`src/rtl/pxe_pkg.sv`:
```
// Shared types, constants and helpers of the prefix expression evaluator.
`default_nettype none

package pxe_pkg;

  // Operand width and stack geometry
  localparam int unsigned DATA_W      = 8;
  localparam int unsigned STEP_W      = $clog2(DATA_W);
  localparam int unsigned STACK_DEPTH = 16;
  localparam int unsigned STACK_AW    = $clog2(STACK_DEPTH);
  localparam int unsigned CNT_W       = $clog2(STACK_DEPTH + 1);

  // Character codes
  localparam logic [7:0] CHAR_MUL  = 8'h2A;  // '*'
  localparam logic [7:0] CHAR_DIV  = 8'h2F;  // '/'
  localparam logic [7:0] CHAR_ADD  = 8'h2B;  // '+'
  localparam logic [7:0] CHAR_SUB  = 8'h2D;  // '-'
  localparam logic [7:0] CHAR_ZERO = 8'h30;  // '0'
  localparam logic [7:0] CHAR_NINE = 8'h39;  // '9'
  localparam logic [7:0] CHAR_UA   = 8'h41;  // 'A'
  localparam logic [7:0] CHAR_UZ   = 8'h5A;  // 'Z'
  localparam logic [7:0] CHAR_LA   = 8'h61;  // 'a'
  localparam logic [7:0] CHAR_LZ   = 8'h7A;  // 'z'

  // Value that stands in for an empty pop, a bad operator or a zero divisor
  localparam logic [DATA_W-1:0] VAL_MINUS_ONE = {DATA_W{1'b1}};

  typedef enum logic [2:0] {
    OP_MUL = 3'd0,
    OP_DIV = 3'd1,
    OP_ADD = 3'd2,
    OP_SUB = 3'd3,
    OP_BAD = 3'd4
  } op_e;

  typedef struct packed {
    logic [7:0] symbol;
    logic       final_symbol;
  } in_item_t;

  typedef struct packed {
    logic signed [7:0] value;
    logic              underflow_seen;
    logic              overflow_seen;
    logic              divide_by_zero_seen;
  } out_item_t;

  // Sequencer to arithmetic unit
  typedef struct packed {
    logic              start;
    op_e               op;
    logic [DATA_W-1:0] lhs;
    logic [DATA_W-1:0] rhs;
  } alu_req_t;

  // Arithmetic unit to sequencer
  typedef struct packed {
    logic              done;
    logic [DATA_W-1:0] result;
    logic              div_zero;
  } alu_rsp_t;

  // Sequencer to operand stack
  typedef struct packed {
    logic              push;
    logic              pop;
    logic              clear;
    logic [DATA_W-1:0] wdata;
  } stk_cmd_t;

  // Operand stack status
  typedef struct packed {
    logic [DATA_W-1:0] top;
    logic              empty;
    logic              full;
  } stk_sts_t;

  function automatic logic is_alnum(input logic [7:0] c);
    return ((c >= CHAR_ZERO) && (c <= CHAR_NINE)) ||
           ((c >= CHAR_UA) && (c <= CHAR_UZ)) ||
           ((c >= CHAR_LA) && (c <= CHAR_LZ));
  endfunction

  function automatic op_e decode_op(input logic [7:0] c);
    op_e op;
    if (c == CHAR_MUL)      op = OP_MUL;
    else if (c == CHAR_DIV) op = OP_DIV;
    else if (c == CHAR_ADD) op = OP_ADD;
    else if (c == CHAR_SUB) op = OP_SUB;
    else                    op = OP_BAD;
    return op;
  endfunction

endpackage

`default_nettype wire

```
`src/rtl/pxe_alu.sv`:
```
// Shared iterative arithmetic unit: shift-add multiply, restoring divide, add, subtract.
`default_nettype none

module pxe_alu (
  input  wire logic              clk_i,
  input  wire logic              rst_ni,
  input  wire pxe_pkg::alu_req_t req_i,
  output pxe_pkg::alu_rsp_t      rsp_o
);

  typedef enum logic [3:0] {
    AL_IDLE = 4'b0001,
    AL_MUL  = 4'b0010,
    AL_DIV  = 4'b0100,
    AL_DONE = 4'b1000
  } alu_state_e;

  localparam logic [pxe_pkg::STEP_W-1:0] LAST_STEP = pxe_pkg::STEP_W'(pxe_pkg::DATA_W - 1);

  alu_state_e                    state_q, state_d;
  logic [pxe_pkg::DATA_W-1:0]    a_q, a_d;
  logic [pxe_pkg::DATA_W-1:0]    b_q, b_d;
  logic [pxe_pkg::DATA_W-1:0]    acc_q, acc_d;
  logic [pxe_pkg::STEP_W-1:0]    cnt_q, cnt_d;
  logic                          neg_q, neg_d;
  logic [pxe_pkg::DATA_W-1:0]    res_q, res_d;
  logic                          dz_q, dz_d;

  logic [pxe_pkg::DATA_W-1:0]    lhs_mag, rhs_mag;
  logic [pxe_pkg::DATA_W-1:0]    mul_sum;
  logic [pxe_pkg::DATA_W:0]      div_trial, div_diff;
  logic                          q_bit;
  logic [pxe_pkg::DATA_W-1:0]    quot;

  // Magnitudes of the signed operands (128 fits as unsigned)
  assign lhs_mag = req_i.lhs[pxe_pkg::DATA_W-1] ? (~req_i.lhs + 1'b1) : req_i.lhs;
  assign rhs_mag = req_i.rhs[pxe_pkg::DATA_W-1] ? (~req_i.rhs + 1'b1) : req_i.rhs;

  // One multiply step: add the shifted multiplicand when the multiplier bit is set
  assign mul_sum = acc_q + (b_q[0] ? a_q : '0);

  // One divide step: shift in the next dividend bit and try to subtract
  assign div_trial = {acc_q, a_q[pxe_pkg::DATA_W-1]};
  assign div_diff  = div_trial - {1'b0, b_q};
  assign q_bit     = ~div_diff[pxe_pkg::DATA_W];
  assign quot      = {a_q[pxe_pkg::DATA_W-2:0], q_bit};

  // Sequence the shared unit
  always_comb begin
    state_d = state_q;
    a_d     = a_q;
    b_d     = b_q;
    acc_d   = acc_q;
    cnt_d   = cnt_q;
    neg_d   = neg_q;
    res_d   = res_q;
    dz_d    = dz_q;
    unique case (state_q)
      AL_IDLE: begin
        if (req_i.start) begin
          dz_d  = 1'b0;
          acc_d = '0;
          cnt_d = '0;
          unique case (req_i.op)
            pxe_pkg::OP_MUL: begin
              a_d     = req_i.lhs;
              b_d     = req_i.rhs;
              state_d = AL_MUL;
            end
            pxe_pkg::OP_DIV: begin
              if (req_i.rhs == '0) begin
                res_d   = pxe_pkg::VAL_MINUS_ONE;
                dz_d    = 1'b1;
                state_d = AL_DONE;
              end else begin
                a_d     = lhs_mag;
                b_d     = rhs_mag;
                neg_d   = req_i.lhs[pxe_pkg::DATA_W-1] ^ req_i.rhs[pxe_pkg::DATA_W-1];
                state_d = AL_DIV;
              end
            end
            pxe_pkg::OP_ADD: begin
              res_d   = req_i.lhs + req_i.rhs;
              state_d = AL_DONE;
            end
            pxe_pkg::OP_SUB: begin
              res_d   = req_i.lhs - req_i.rhs;
              state_d = AL_DONE;
            end
            default: begin
              res_d   = pxe_pkg::VAL_MINUS_ONE;
              state_d = AL_DONE;
            end
          endcase
        end
      end
      AL_MUL: begin
        acc_d = mul_sum;
        a_d   = {a_q[pxe_pkg::DATA_W-2:0], 1'b0};
        b_d   = {1'b0, b_q[pxe_pkg::DATA_W-1:1]};
        cnt_d = cnt_q + 1'b1;
        if (cnt_q == LAST_STEP) begin
          res_d   = mul_sum;
          state_d = AL_DONE;
        end
      end
      AL_DIV: begin
        acc_d = q_bit ? div_diff[pxe_pkg::DATA_W-1:0] : div_trial[pxe_pkg::DATA_W-1:0];
        a_d   = quot;
        cnt_d = cnt_q + 1'b1;
        if (cnt_q == LAST_STEP) begin
          res_d   = neg_q ? (~quot + 1'b1) : quot;
          state_d = AL_DONE;
        end
      end
      AL_DONE: begin
        state_d = AL_IDLE;
      end
      default: begin
        state_d = AL_IDLE;
      end
    endcase
  end

  always_ff @(posedge clk_i or negedge rst_ni) begin
    if (!rst_ni) begin
      state_q <= AL_IDLE;
      cnt_q   <= '0;
      dz_q    <= 1'b0;
    end else begin
      state_q <= state_d;
      cnt_q   <= cnt_d;
      dz_q    <= dz_d;
    end
  end

  // Operand and result words need no reset
  always_ff @(posedge clk_i) begin
    a_q   <= a_d;
    b_q   <= b_d;
    acc_q <= acc_d;
    neg_q <= neg_d;
    res_q <= res_d;
  end

  assign rsp_o.done     = (state_q == AL_DONE);
  assign rsp_o.result   = res_q;
  assign rsp_o.div_zero = dz_q;

  // Start only arrives while the unit is free
  a_start_idle: assert property (@(posedge clk_i) disable iff (!rst_ni)
    req_i.start |-> state_q == AL_IDLE)
    else $error("pxe_alu: start while busy");

  // The last iteration step always hands over to completion
  a_last_step: assert property (@(posedge clk_i) disable iff (!rst_ni)
    ((state_q == AL_MUL) || (state_q == AL_DIV)) && (cnt_q == LAST_STEP)
    |=> state_q == AL_DONE)
    else $error("pxe_alu: iteration did not finish after last step");

endmodule

`default_nettype wire

```
`src/rtl/pxe_stack.sv`:
```
// Operand stack: register array with a fill count, one push or pop per cycle.
`default_nettype none

module pxe_stack (
  input  wire logic              clk_i,
  input  wire logic              rst_ni,
  input  wire pxe_pkg::stk_cmd_t cmd_i,
  output pxe_pkg::stk_sts_t      sts_o
);

  localparam logic [pxe_pkg::CNT_W-1:0] FULL_CNT = pxe_pkg::CNT_W'(pxe_pkg::STACK_DEPTH);

  logic [pxe_pkg::DATA_W-1:0]   mem_q [pxe_pkg::STACK_DEPTH];
  logic [pxe_pkg::CNT_W-1:0]    cnt_q, cnt_d;
  logic [pxe_pkg::CNT_W-1:0]    top_cnt;
  logic                         empty, full;

  assign empty   = (cnt_q == '0);
  assign full    = (cnt_q == FULL_CNT);
  assign top_cnt = cnt_q - 1'b1;

  // Advance the fill count; clear empties it, drop pushes when full and pops when empty
  always_comb begin
    cnt_d = cnt_q;
    priority if (cmd_i.clear) begin
      cnt_d = '0;
    end else if (cmd_i.push && !full) begin
      cnt_d = cnt_q + 1'b1;
    end else if (cmd_i.pop && !empty) begin
      cnt_d = cnt_q - 1'b1;
    end
  end

  always_ff @(posedge clk_i or negedge rst_ni) begin
    if (!rst_ni) begin
      cnt_q <= '0;
    end else begin
      cnt_q <= cnt_d;
    end
  end

  // Write the pushed word at the current fill level
  always_ff @(posedge clk_i) begin
    if (cmd_i.push && !full && !cmd_i.clear) begin
      mem_q[cnt_q[pxe_pkg::STACK_AW-1:0]] <= cmd_i.wdata;
    end
  end

  assign sts_o.top   = mem_q[top_cnt[pxe_pkg::STACK_AW-1:0]];
  assign sts_o.empty = empty;
  assign sts_o.full  = full;

  // Fill count never passes the depth
  a_cnt_bound: assert property (@(posedge clk_i) disable iff (!rst_ni)
    cnt_q <= FULL_CNT)
    else $error("pxe_stack: fill count beyond depth");

  // A push into a stack with room grows it by one
  a_push_grows: assert property (@(posedge clk_i) disable iff (!rst_ni)
    cmd_i.push && !full && !cmd_i.clear |=> cnt_q == $past(cnt_q) + 1'b1)
    else $error("pxe_stack: push lost");

endmodule

`default_nettype wire

```
`src/rtl/prefix_expression_evaluator_unit.sv`:
```
// Top level of the prefix expression evaluator: sequencer, flags and output word.
//
// Characters of a prefix expression arrive rightmost first, one word each; the
// leftmost carries final_symbol. An alphanumeric character is accepted and then
// pushed. An operator pops two operands, starts the single shared arithmetic unit
// and pushes its result; add, subtract, an unknown code or a zero divisor need no
// iteration, while multiply and divide run the 8-step shift-add and restoring-divide
// iterations. A final character then pops the value and loads the output register,
// once any earlier result that still sits there stalled has been taken. in_stall_o
// is high for the whole time an item is at work.
`default_nettype none

module prefix_expression_evaluator_unit (
  input  wire logic               clk_i,
  input  wire logic               rst_ni,
  input  wire logic               in_valid_i,
  output logic                    in_stall_o,
  input  wire pxe_pkg::in_item_t  in_data_i,
  output logic                    out_valid_o,
  input  wire logic               out_stall_i,
  output pxe_pkg::out_item_t      out_data_o
);

  typedef enum logic [6:0] {
    S_IDLE  = 7'b0000001,
    S_POPL  = 7'b0000010,
    S_POPR  = 7'b0000100,
    S_EXEC  = 7'b0001000,
    S_WAIT  = 7'b0010000,
    S_PUSH  = 7'b0100000,
    S_FINAL = 7'b1000000
  } seq_state_e;

  seq_state_e                  state_q, state_d;
  logic [7:0]                  sym_q, sym_d;
  logic                        last_q, last_d;
  logic [pxe_pkg::DATA_W-1:0]  lhs_q, lhs_d;
  logic [pxe_pkg::DATA_W-1:0]  rhs_q, rhs_d;
  logic [pxe_pkg::DATA_W-1:0]  push_q, push_d;
  logic                        under_q, under_d;
  logic                        over_q, over_d;
  logic                        div0_q, div0_d;
  logic                        out_valid_q, out_valid_d;
  pxe_pkg::out_item_t          out_q, out_d;

  pxe_pkg::alu_req_t           alu_req;
  pxe_pkg::alu_rsp_t           alu_rsp;
  pxe_pkg::stk_cmd_t           stk_cmd;
  pxe_pkg::stk_sts_t           stk_sts;

  logic                        in_accept;
  logic                        out_free;
  logic [pxe_pkg::DATA_W-1:0]  pop_val;

  assign in_accept = in_valid_i && !in_stall_o;
  assign out_free  = !out_valid_q || !out_stall_i;
  assign pop_val   = stk_sts.empty ? pxe_pkg::VAL_MINUS_ONE : stk_sts.top;

  pxe_alu u_alu (
    .clk_i  (clk_i),
    .rst_ni (rst_ni),
    .req_i  (alu_req),
    .rsp_o  (alu_rsp)
  );

  pxe_stack u_stack (
    .clk_i  (clk_i),
    .rst_ni (rst_ni),
    .cmd_i  (stk_cmd),
    .sts_o  (stk_sts)
  );

  // Per word: push an operand, or pop, run the shared unit, push; emit on the last
  always_comb begin
    state_d     = state_q;
    sym_d       = sym_q;
    last_d      = last_q;
    lhs_d       = lhs_q;
    rhs_d       = rhs_q;
    push_d      = push_q;
    under_d     = under_q;
    over_d      = over_q;
    div0_d      = div0_q;
    out_d       = out_q;
    out_valid_d = out_valid_q && out_stall_i;
    alu_req     = '{start: 1'b0, op: pxe_pkg::decode_op(sym_q), lhs: lhs_q, rhs: rhs_q};
    stk_cmd     = '{push: 1'b0, pop: 1'b0, clear: 1'b0, wdata: push_q};
    unique case (state_q)
      S_IDLE: begin
        if (in_accept) begin
          sym_d  = in_data_i.symbol;
          last_d = in_data_i.final_symbol;
          push_d = in_data_i.symbol - pxe_pkg::CHAR_ZERO;
          if (pxe_pkg::is_alnum(in_data_i.symbol)) begin
            state_d = S_PUSH;
          end else begin
            state_d = S_POPL;
          end
        end
      end
      S_POPL: begin
        lhs_d       = pop_val;
        under_d     = under_q | stk_sts.empty;
        stk_cmd.pop = 1'b1;
        state_d     = S_POPR;
      end
      S_POPR: begin
        rhs_d       = pop_val;
        under_d     = under_q | stk_sts.empty;
        stk_cmd.pop = 1'b1;
        state_d     = S_EXEC;
      end
      S_EXEC: begin
        alu_req.start = 1'b1;
        state_d       = S_WAIT;
      end
      S_WAIT: begin
        if (alu_rsp.done) begin
          push_d  = alu_rsp.result;
          div0_d  = div0_q | alu_rsp.div_zero;
          state_d = S_PUSH;
        end
      end
      S_PUSH: begin
        stk_cmd.push = 1'b1;
        over_d       = over_q | stk_sts.full;
        state_d      = last_q ? S_FINAL : S_IDLE;
      end
      S_FINAL: begin
        // Hold until the output register is free, then pop, emit and clear
        if (out_free) begin
          out_d.value               = pop_val;
          out_d.underflow_seen      = under_q | stk_sts.empty;
          out_d.overflow_seen       = over_q;
          out_d.divide_by_zero_seen = div0_q;
          out_valid_d               = 1'b1;
          stk_cmd.clear             = 1'b1;
          under_d                   = 1'b0;
          over_d                    = 1'b0;
          div0_d                    = 1'b0;
          state_d                   = S_IDLE;
        end
      end
      default: begin
        state_d = S_IDLE;
      end
    endcase
  end

  always_ff @(posedge clk_i or negedge rst_ni) begin
    if (!rst_ni) begin
      state_q     <= S_IDLE;
      last_q      <= 1'b0;
      under_q     <= 1'b0;
      over_q      <= 1'b0;
      div0_q      <= 1'b0;
      out_valid_q <= 1'b0;
    end else begin
      state_q     <= state_d;
      last_q      <= last_d;
      under_q     <= under_d;
      over_q      <= over_d;
      div0_q      <= div0_d;
      out_valid_q <= out_valid_d;
    end
  end

  // Payload words need no reset
  always_ff @(posedge clk_i) begin
    sym_q  <= sym_d;
    lhs_q  <= lhs_d;
    rhs_q  <= rhs_d;
    push_q <= push_d;
    out_q  <= out_d;
  end

  assign in_stall_o  = (state_q != S_IDLE);
  assign out_valid_o = out_valid_q;
  assign out_data_o  = out_q;

  // Emitting a result leaves an empty stack and clear flags
  a_clear_after_emit: assert property (@(posedge clk_i) disable iff (!rst_ni)
    (state_q == S_FINAL) && out_free
    |=> stk_sts.empty && !under_q && !over_q && !div0_q && out_valid_q)
    else $error("evaluator: state not cleared after emission");

  // A completed operation is pushed on the next cycle
  a_done_to_push: assert property (@(posedge clk_i) disable iff (!rst_ni)
    (state_q == S_WAIT) && alu_rsp.done |=> state_q == S_PUSH)
    else $error("evaluator: arithmetic result not pushed");

  // A pending result is never overwritten while stalled
  a_no_overwrite: assert property (@(posedge clk_i) disable iff (!rst_ni)
    out_valid_q && out_stall_i && (state_q == S_FINAL) |=> state_q == S_FINAL)
    else $error("evaluator: stalled result overwritten");

endmodule

`default_nettype wire

```
`config.mk`:
```
export PLATFORM = sky130hd
export DESIGN_NAME = prefix_expression_evaluator_unit
export DESIGN_NICKNAME = d
export VERILOG_FILES = /design/src/rtl/pxe_pkg.sv /design/src/rtl/pxe_alu.sv /design/src/rtl/pxe_stack.sv /design/src/rtl/prefix_expression_evaluator_unit.sv
export SDC_FILE = /design/constraint.sdc
export NUM_CORES = 1
export LEC_CHECK = 0
export ABC_CLOCK_PERIOD_IN_PS = 6100
export BUFFER_PORTS_ARGS = -buffer_cell sky130_fd_sc_hd__buf_2
export CORE_MARGIN = 2
export CORE_UTILIZATION = 45
export CTS_BUF_LIST = sky130_fd_sc_hd__clkbuf_8
export DETAILED_ROUTE_END_ITERATION = 10
export PLACE_DENSITY = 0.7
export SYNTH_ARGS = -nofsm -noshare
export SYNTH_HDL_FRONTEND = slang
export SYNTH_SLANG_ARGS = --single-unit
```
`constraint.sdc`:
```
create_clock -name clk_i -period 6.1 [get_ports clk_i]
set_input_delay 1.22 -clock clk_i [delete_from_list [all_inputs] [get_ports clk_i]]
set_output_delay 1.22 -clock clk_i [all_outputs]
set_load 0.05 [all_outputs]
```
; ---- Word level (Yosys, flattened, before mapping)
; Memories as Yosys holds them, arrays and structs flattened.
; Index checks and enable logic that the tools add are counted.
[word_totals]
ff_bits = 101
latchBits = 0
mem_bits_rw = 128
input_bits = 13
rom_bits = 0
wordCells = 188
memories = 1
output_inout_bits = 13
[classes]
reduce_logical = 45
n_eq_ne = 32
shifts = 0
n_bitwise = 9
mul = 0
addsub = 11
magnitude_cmp = 6
mux = 61
div = 0
[mem_list]
columns = name, words, width, read_ports, rd_ports_with_merged_regs, write_ports, line
row1 = u_stack.mem_q, 16, 8, 1, 0, 1, pxe_stack.sv:13  ; logic [pxe_pkg::DATA_W-1:0] mem_q [pxe_pkg::STACK_DEPTH];
[ops]
columns = operator, n
row1 = 8-bit 2-to-1 mux, 17
row2 = 8-bit one-hot mux with 3 select lines, 3
row3 = 8-bit one-hot mux with 2 select lines, 4
row4 = 7-bit one-hot mux with 7 select lines, 1
row5 = 8-bit by 6-bit equality test with 1-bit output (second input constant), 4
row6 = 8-bit one-hot mux with 4 select lines, 1
row7 = 7-bit 2-to-1 mux, 4
row8 = 8-bit by 1-bit adder with 8-bit output (second input constant), 3
row9 = 8-bit NOT, 3
row10 = 8-bit adder, 2
row11 = 8-bit by 7-bit >= comparator with 1-bit output (second input constant), 2
row12 = 8-bit by 7-bit less-or-equal comparator with 1-bit output (second input constant), 2
row13 = 4-bit one-hot mux with 2 select lines, 2
row14 = 2-bit AND reduction, 8
row15 = 3-bit 2-to-1 mux, 5
row16 = 5-bit 2-to-1 mux, 3
row17 = 1-bit 2-to-1 mux, 13
row18 = 4-bit 2-to-1 mux, 3
row19 = 4-bit AND reduction, 3
row20 = 2-bit nonzero test, 6
row21 = 2-bit != test (second input constant), 5
row22 = 3-bit AND reduction, 3
row23 = 9-bit by 8-bit subtractor with 9-bit output, 1
row24 = 8-bit by 6-bit >= comparator with 1-bit output (second input constant), 1
row25 = other kinds (40), 65

; ---- Depth between registers and ports, before layout
[depth]
ltp_word = 9
ltp_mapped = 16
depth_no_buf = 15

; ---- Modules after synthesis
; Synthesis repeated with hierarchy kept, for this count alone.
[unflattened]
hier_cells = 894
area_unflattened_um2 = 11327.1
[by_module_without_submodules]
columns = mod, cells_each, instances, seq_area_each_um2, area_per_inst_um2
row1 = pxe_stack, 347, 1, 3968.8, 5511.5
row2 = pxe_alu, 368, 1, 1192.4, 3390.8
row3 = prefix_expression_evaluator_unit, 179, 1, 1592.8, 2424.8

; ---- Least setup slack after synthesis
; OpenSTA, ideal clock, no wires.
[synth_timing]
kind = flip-flop to flip-flop
startpoint = register sym_q[4]
endpoint = register u_alu.res_q[6] (netlist bit) (data pin)
stages_incl_launch_ff = 11
arrival_time_ns = 2.982
required_time_ns = 5.839
path_buffers = 0
setup_time_ns = 0.261
synth_period_minus_slack_ns = 3.242
path_slack_ns = 2.858
cell_sequence = edfxtp_1 -> or4b_4 -> nor2_1 -> mux2_2 -> fa_1 -> nand2b_1 -> a21boi_0 -> o211ai_1 -> a21boi_0 -> o21ai_0 -> a221o_1
[synth_between]
elab_chain_len = 9
elab_cells_between_ends = 15
cone_classes = eq/ne (7) / mux (7) / reduce/logical (1)
[synth_lines]
columns = element, line
row1 = start: declaration, prefix_expression_evaluator_unit.sv:35  ; logic [7:0] sym_q, sym_d;
row2 = start signal: assignment, prefix_expression_evaluator_unit.sv:170  ; sym_q <= sym_d;
row3 = 8-bit by 6-bit equality test with 1-bit output, pxe_pkg.sv:89  ; else if (c == CHAR_SUB) op = OP_SUB;
row4 = 3-bit 2-to-1 mux, pxe_pkg.sv:89
row5 = 3-bit 2-to-1 mux, pxe_pkg.sv:88  ; else if (c == CHAR_ADD) op = OP_ADD;
row6 = 3-bit 2-to-1 mux, pxe_pkg.sv:87  ; else if (c == CHAR_DIV) op = OP_DIV;
row7 = 3-bit 2-to-1 mux (*), pxe_pkg.sv:86  ; if (c == CHAR_MUL) op = OP_MUL;
row8 = "3-bit by 2-bit equality test with 1-bit output, or another cell as far along", pxe_alu.sv:64  ; unique case (req_i.op)
row9 = 8-bit one-hot mux with 4 select lines (*), pxe_alu.sv:64
row10 = 8-bit 2-to-1 mux (*), pxe_alu.sv:60  ; if (req_i.start) begin
row11 = 8-bit one-hot mux with 3 select lines (*), pxe_alu.sv:58  ; unique case (state_q)
row12 = "net u_alu.res_d, one bit", pxe_alu.sv:26  ; logic [pxe_pkg::DATA_W-1:0] res_q, res_d;
row13 = end signal: assignment, pxe_alu.sv:143  ; res_q <= res_d;
row14 = end: declaration, pxe_alu.sv:26
; The timed path passes the listed nets; every way through them passes the cells marked *. The select of a mux whose other input is x is not followed.
; A chain may end at the register's enable or synchronous reset.

; ---- Final worst setup path
; Same ends and word-level chain as after synthesis.

==> impl_metrics.env <==
export IMPL_status="complete, no violations"
export IMPL_synth_enable_flop_cells=204
export IMPL_synth_area_um2=11100
export IMPL_die_height_um=161
export IMPL_viasPerCell=5.69
export IMPL_h_tree_depth=2
export IMPL_cp_cell_sequence="or4b_4 > nor2_1 > mux2_2 > fa_1 > nand2b_1 > a21boi_0 > o211ai_1 > a21boi_0 > o21ai_0 > a221o_1"
export IMPL_path_common_cell="a21boi_0"
export IMPL_post_route_util_pct=50.8
export IMPL_hold_path_class="flop to flop"
export IMPL_grt_ovfl_total=0
export IMPL_cts_buffers=38
export IMPL_cp_end_kind="flop"
export IMPL_synth_cell_types=72
export IMPL_grt_pass1_wl_um=38400
export IMPL_critPathKind="flop to flop"
export IMPL_initial_core_util_pct=45.8
export IMPL_fin_tns_setup_ns=0
export IMPL_rsz0062_at_grt="no"
export IMPL_first_global_vias=6746
export IMPL_drive_gt1_share_pct=12.2
export IMPL_setup_violations=0
export IMPL_wirelength_um=24500
export IMPL_grt_max_degree=41
export IMPL_drtPass1Iterations=5
export IMPL_whs_ns=0.458
export IMPL_p_per_area_nw_per_um2=407
export IMPL_synth_flop_cell="edfxtp_1"
export IMPL_cts_num_sinks=229
export IMPL_synth_top_cells_by_count="204 x edfxtp_1, 73 x nand2_1, 56 x nor2_1"
export IMPL_track_usage_pct=19.3
export IMPL_antenna_found_initial=0
export IMPL_max_cap_viol_count=0
export IMPL_hpwl_um=16700
export IMPL_clock_path_buffers=3
export IMPL_leakage_nw=4.44
export IMPL_slowest_stage="or4b_4"
export IMPL_synth_cells=796
export IMPL_postCtsHoldBufs=0
export IMPL_cp_arrival_ns=3.97
export IMPL_wl_per_cell_um=20.6
export IMPL_met1_length_um=10200
export IMPL_drv_slew=0
export IMPL_finalCritPeriodShare_pct=59.8
export IMPL_slowest_delay_ns=0.57
export IMPL_hold_viol_final=0
export IMPL_ys_ff_latch=229
export IMPL_drc_errors=0
export IMPL_drt_iter0_markers=633
export IMPL_layout_min_cycle_time_ns=3.65
export IMPL_clk_latency_ns=0.57
export IMPL_ys_seq_area_share_pct=60.6
export IMPL_root_buffer="clkbuf_8"
export IMPL_area_growth_pct=10.9
export IMPL_yosysWarningCount=0
export IMPL_ys_top_cells_by_area="edfxtp_1 55%, mux4_1 6.4%, dfrtp_1 5.2%"
export IMPL_die_w_um=161
export IMPL_synthArstFlopShare_pct=10.9
export IMPL_numPortBuffers=25
export IMPL_clock_fmax_mhz=274
export IMPL_power_total_mw=5.03
export IMPL_core_um2=24300
export IMPL_num_vias=6787
export IMPL_start_kind="flop"
export IMPL_path_clk_slew_ns=0.07
export IMPL_skew_ns=0.0526
export IMPL_fin_area_um2=12400
export IMPL_diodes=0
export IMPL_yosys_area_top_type="edfxtp_1"
export IMPL_worst_pin_slew_ns=1.12
export IMPL_nets=896
export IMPL_pin_count=26
export IMPL_num_rows=57
export IMPL_yosysMostFrequentCell="edfxtp_1"
export IMPL_cts_resized=0
export IMPL_wl_met3_um=1300
export IMPL_cts_tree="done"
export IMPL_slew_limit_headroom_pct=25.5
export IMPL_post_cts_buffers=0
export IMPL_wl_met2_um=12400
export IMPL_vdd_ir_drop_max_mv=0.281
export IMPL_dieArea_um2=26000
export IMPL_required_ns=6.43
export IMPL_synth_area_per_cell_um2=14.0
export IMPL_syn_nets=850
export IMPL_netlist_area_leader_share_pct=54.9
export IMPL_postRouteAntennaNets=0
export IMPL_crit_fanout=6
export IMPL_routed_top_layer="met4"
export IMPL_gp_congestion=0.916
export IMPL_dpl_instance_area_um2=11600
-- metrics by stage --
stage               instances  worst slack (ns)
floorplan                 796              2.86
global placement         1126              2.59
detailed placement       1126              2.51
CTS                      1192              2.52
global route             1192              2.20
finish                   1192              2.45
-- layout make-up --
class                           count  area, µm²
Inverter                           32        120
Clock buffer                       39        537
Fill cell                        2019      12000
Timing Repair Buffer               30        163
Multi-Input combinational cell    511       4150
Clock inverter                     27        238
Sequential cell                   229       6760
Tap cell                          324        405
-- cells in the final DEF (no fill, tap or decap), drive strengths merged, types with 5 or more instances in the layout --
cell type  netlist  routed
or2             11      11
nand2           73      73
ha              38      38
nor2            56      56
mux4            40      40
mux2i            9       9
nand3           12      12
or3              5       5
dfrtp           23      23
o21ai           40      40
and2             9       9
o22ai            6       6
nand2b           6       6
o211ai           6       6
o21a             5       5
xnor2           25      25
clkbuf          14      39
xor2            13      13
edfxtp         204     204
nand4b           5       5
nor2b            7       7
clkinv           0       9
inv             32      46
buf             10      30
and3b            5       5
a21oi           37      37
nor3            16      16
a21o             8       8
-- worst paths after layout --
check                              start                to  slack [ns]  cells after the start
worst min register to register    div0_q     out_data_o[0]        0.46                      0
worst max register to register  sym_q[4]    u_alu.res_q[6]        2.45                     10
worst min-delay path              div0_q     out_data_o[0]        0.46                      0
max in group asynchronous         rst_ni  u_stack.cnt_q[0]        5.02                      1
min in group asynchronous         rst_ni        state_q[1]        0.65                      1
worst max-delay path            sym_q[4]    u_alu.res_q[6]        2.45                     10
-- metal layers --
layer | up-vias | GRT usage, %
met5 | - | 0
met4 | 0 | 6.70
met3 | 51 | 2.98
met2 | 198 | 33.3
met1 | 3354 | 24.8
li1 | 3184 | -
-- cells by family after synthesis --
family / after synthesis / share of synthesized area (%)
buf+inv: 56 / 2.29
flops: 229 / 60.6
mux: 51 / 10.0
fa+ha+maj: 41 / 4.80
simple gates: 242 / 11.2
xor+xnor: 38 / 3.05
compound gates: 139 / 8.05
-- state kept, by name, summed over array words and instances (netlist names), 3 cells and up --
register and count:
u_stack.mem_q 128, out_data_o 11, lhs_q 8, push_q 8
rhs_q 8, sym_q 8, u_alu.a_q 8, u_alu.acc_q 8
u_alu.b_q 8, u_alu.res_q 8, state_q 7, u_stack.cnt_q 5
u_alu.state_q 4, u_alu.cnt_q 3
-- worst max-delay path, delay by kind of cell (launching register included) --
| kind | cells | cell delay (ns) |
|---|---|---|
| fa+ha+maj | 1 | 0.40 |
| simple gates | 3 | 1.16 |
| mux | 1 | 0.42 |
| compound gates | 5 | 1.02 |
| flops | 1 | 0.40 |
-- power by group --
part           internal [mW]  total, mW  switching, mW
sequential              2.07       2.28          0.208
clock                  0.774       1.41          0.637
combinational          0.591       1.34          0.750
(Power assumes the default switching activity.)
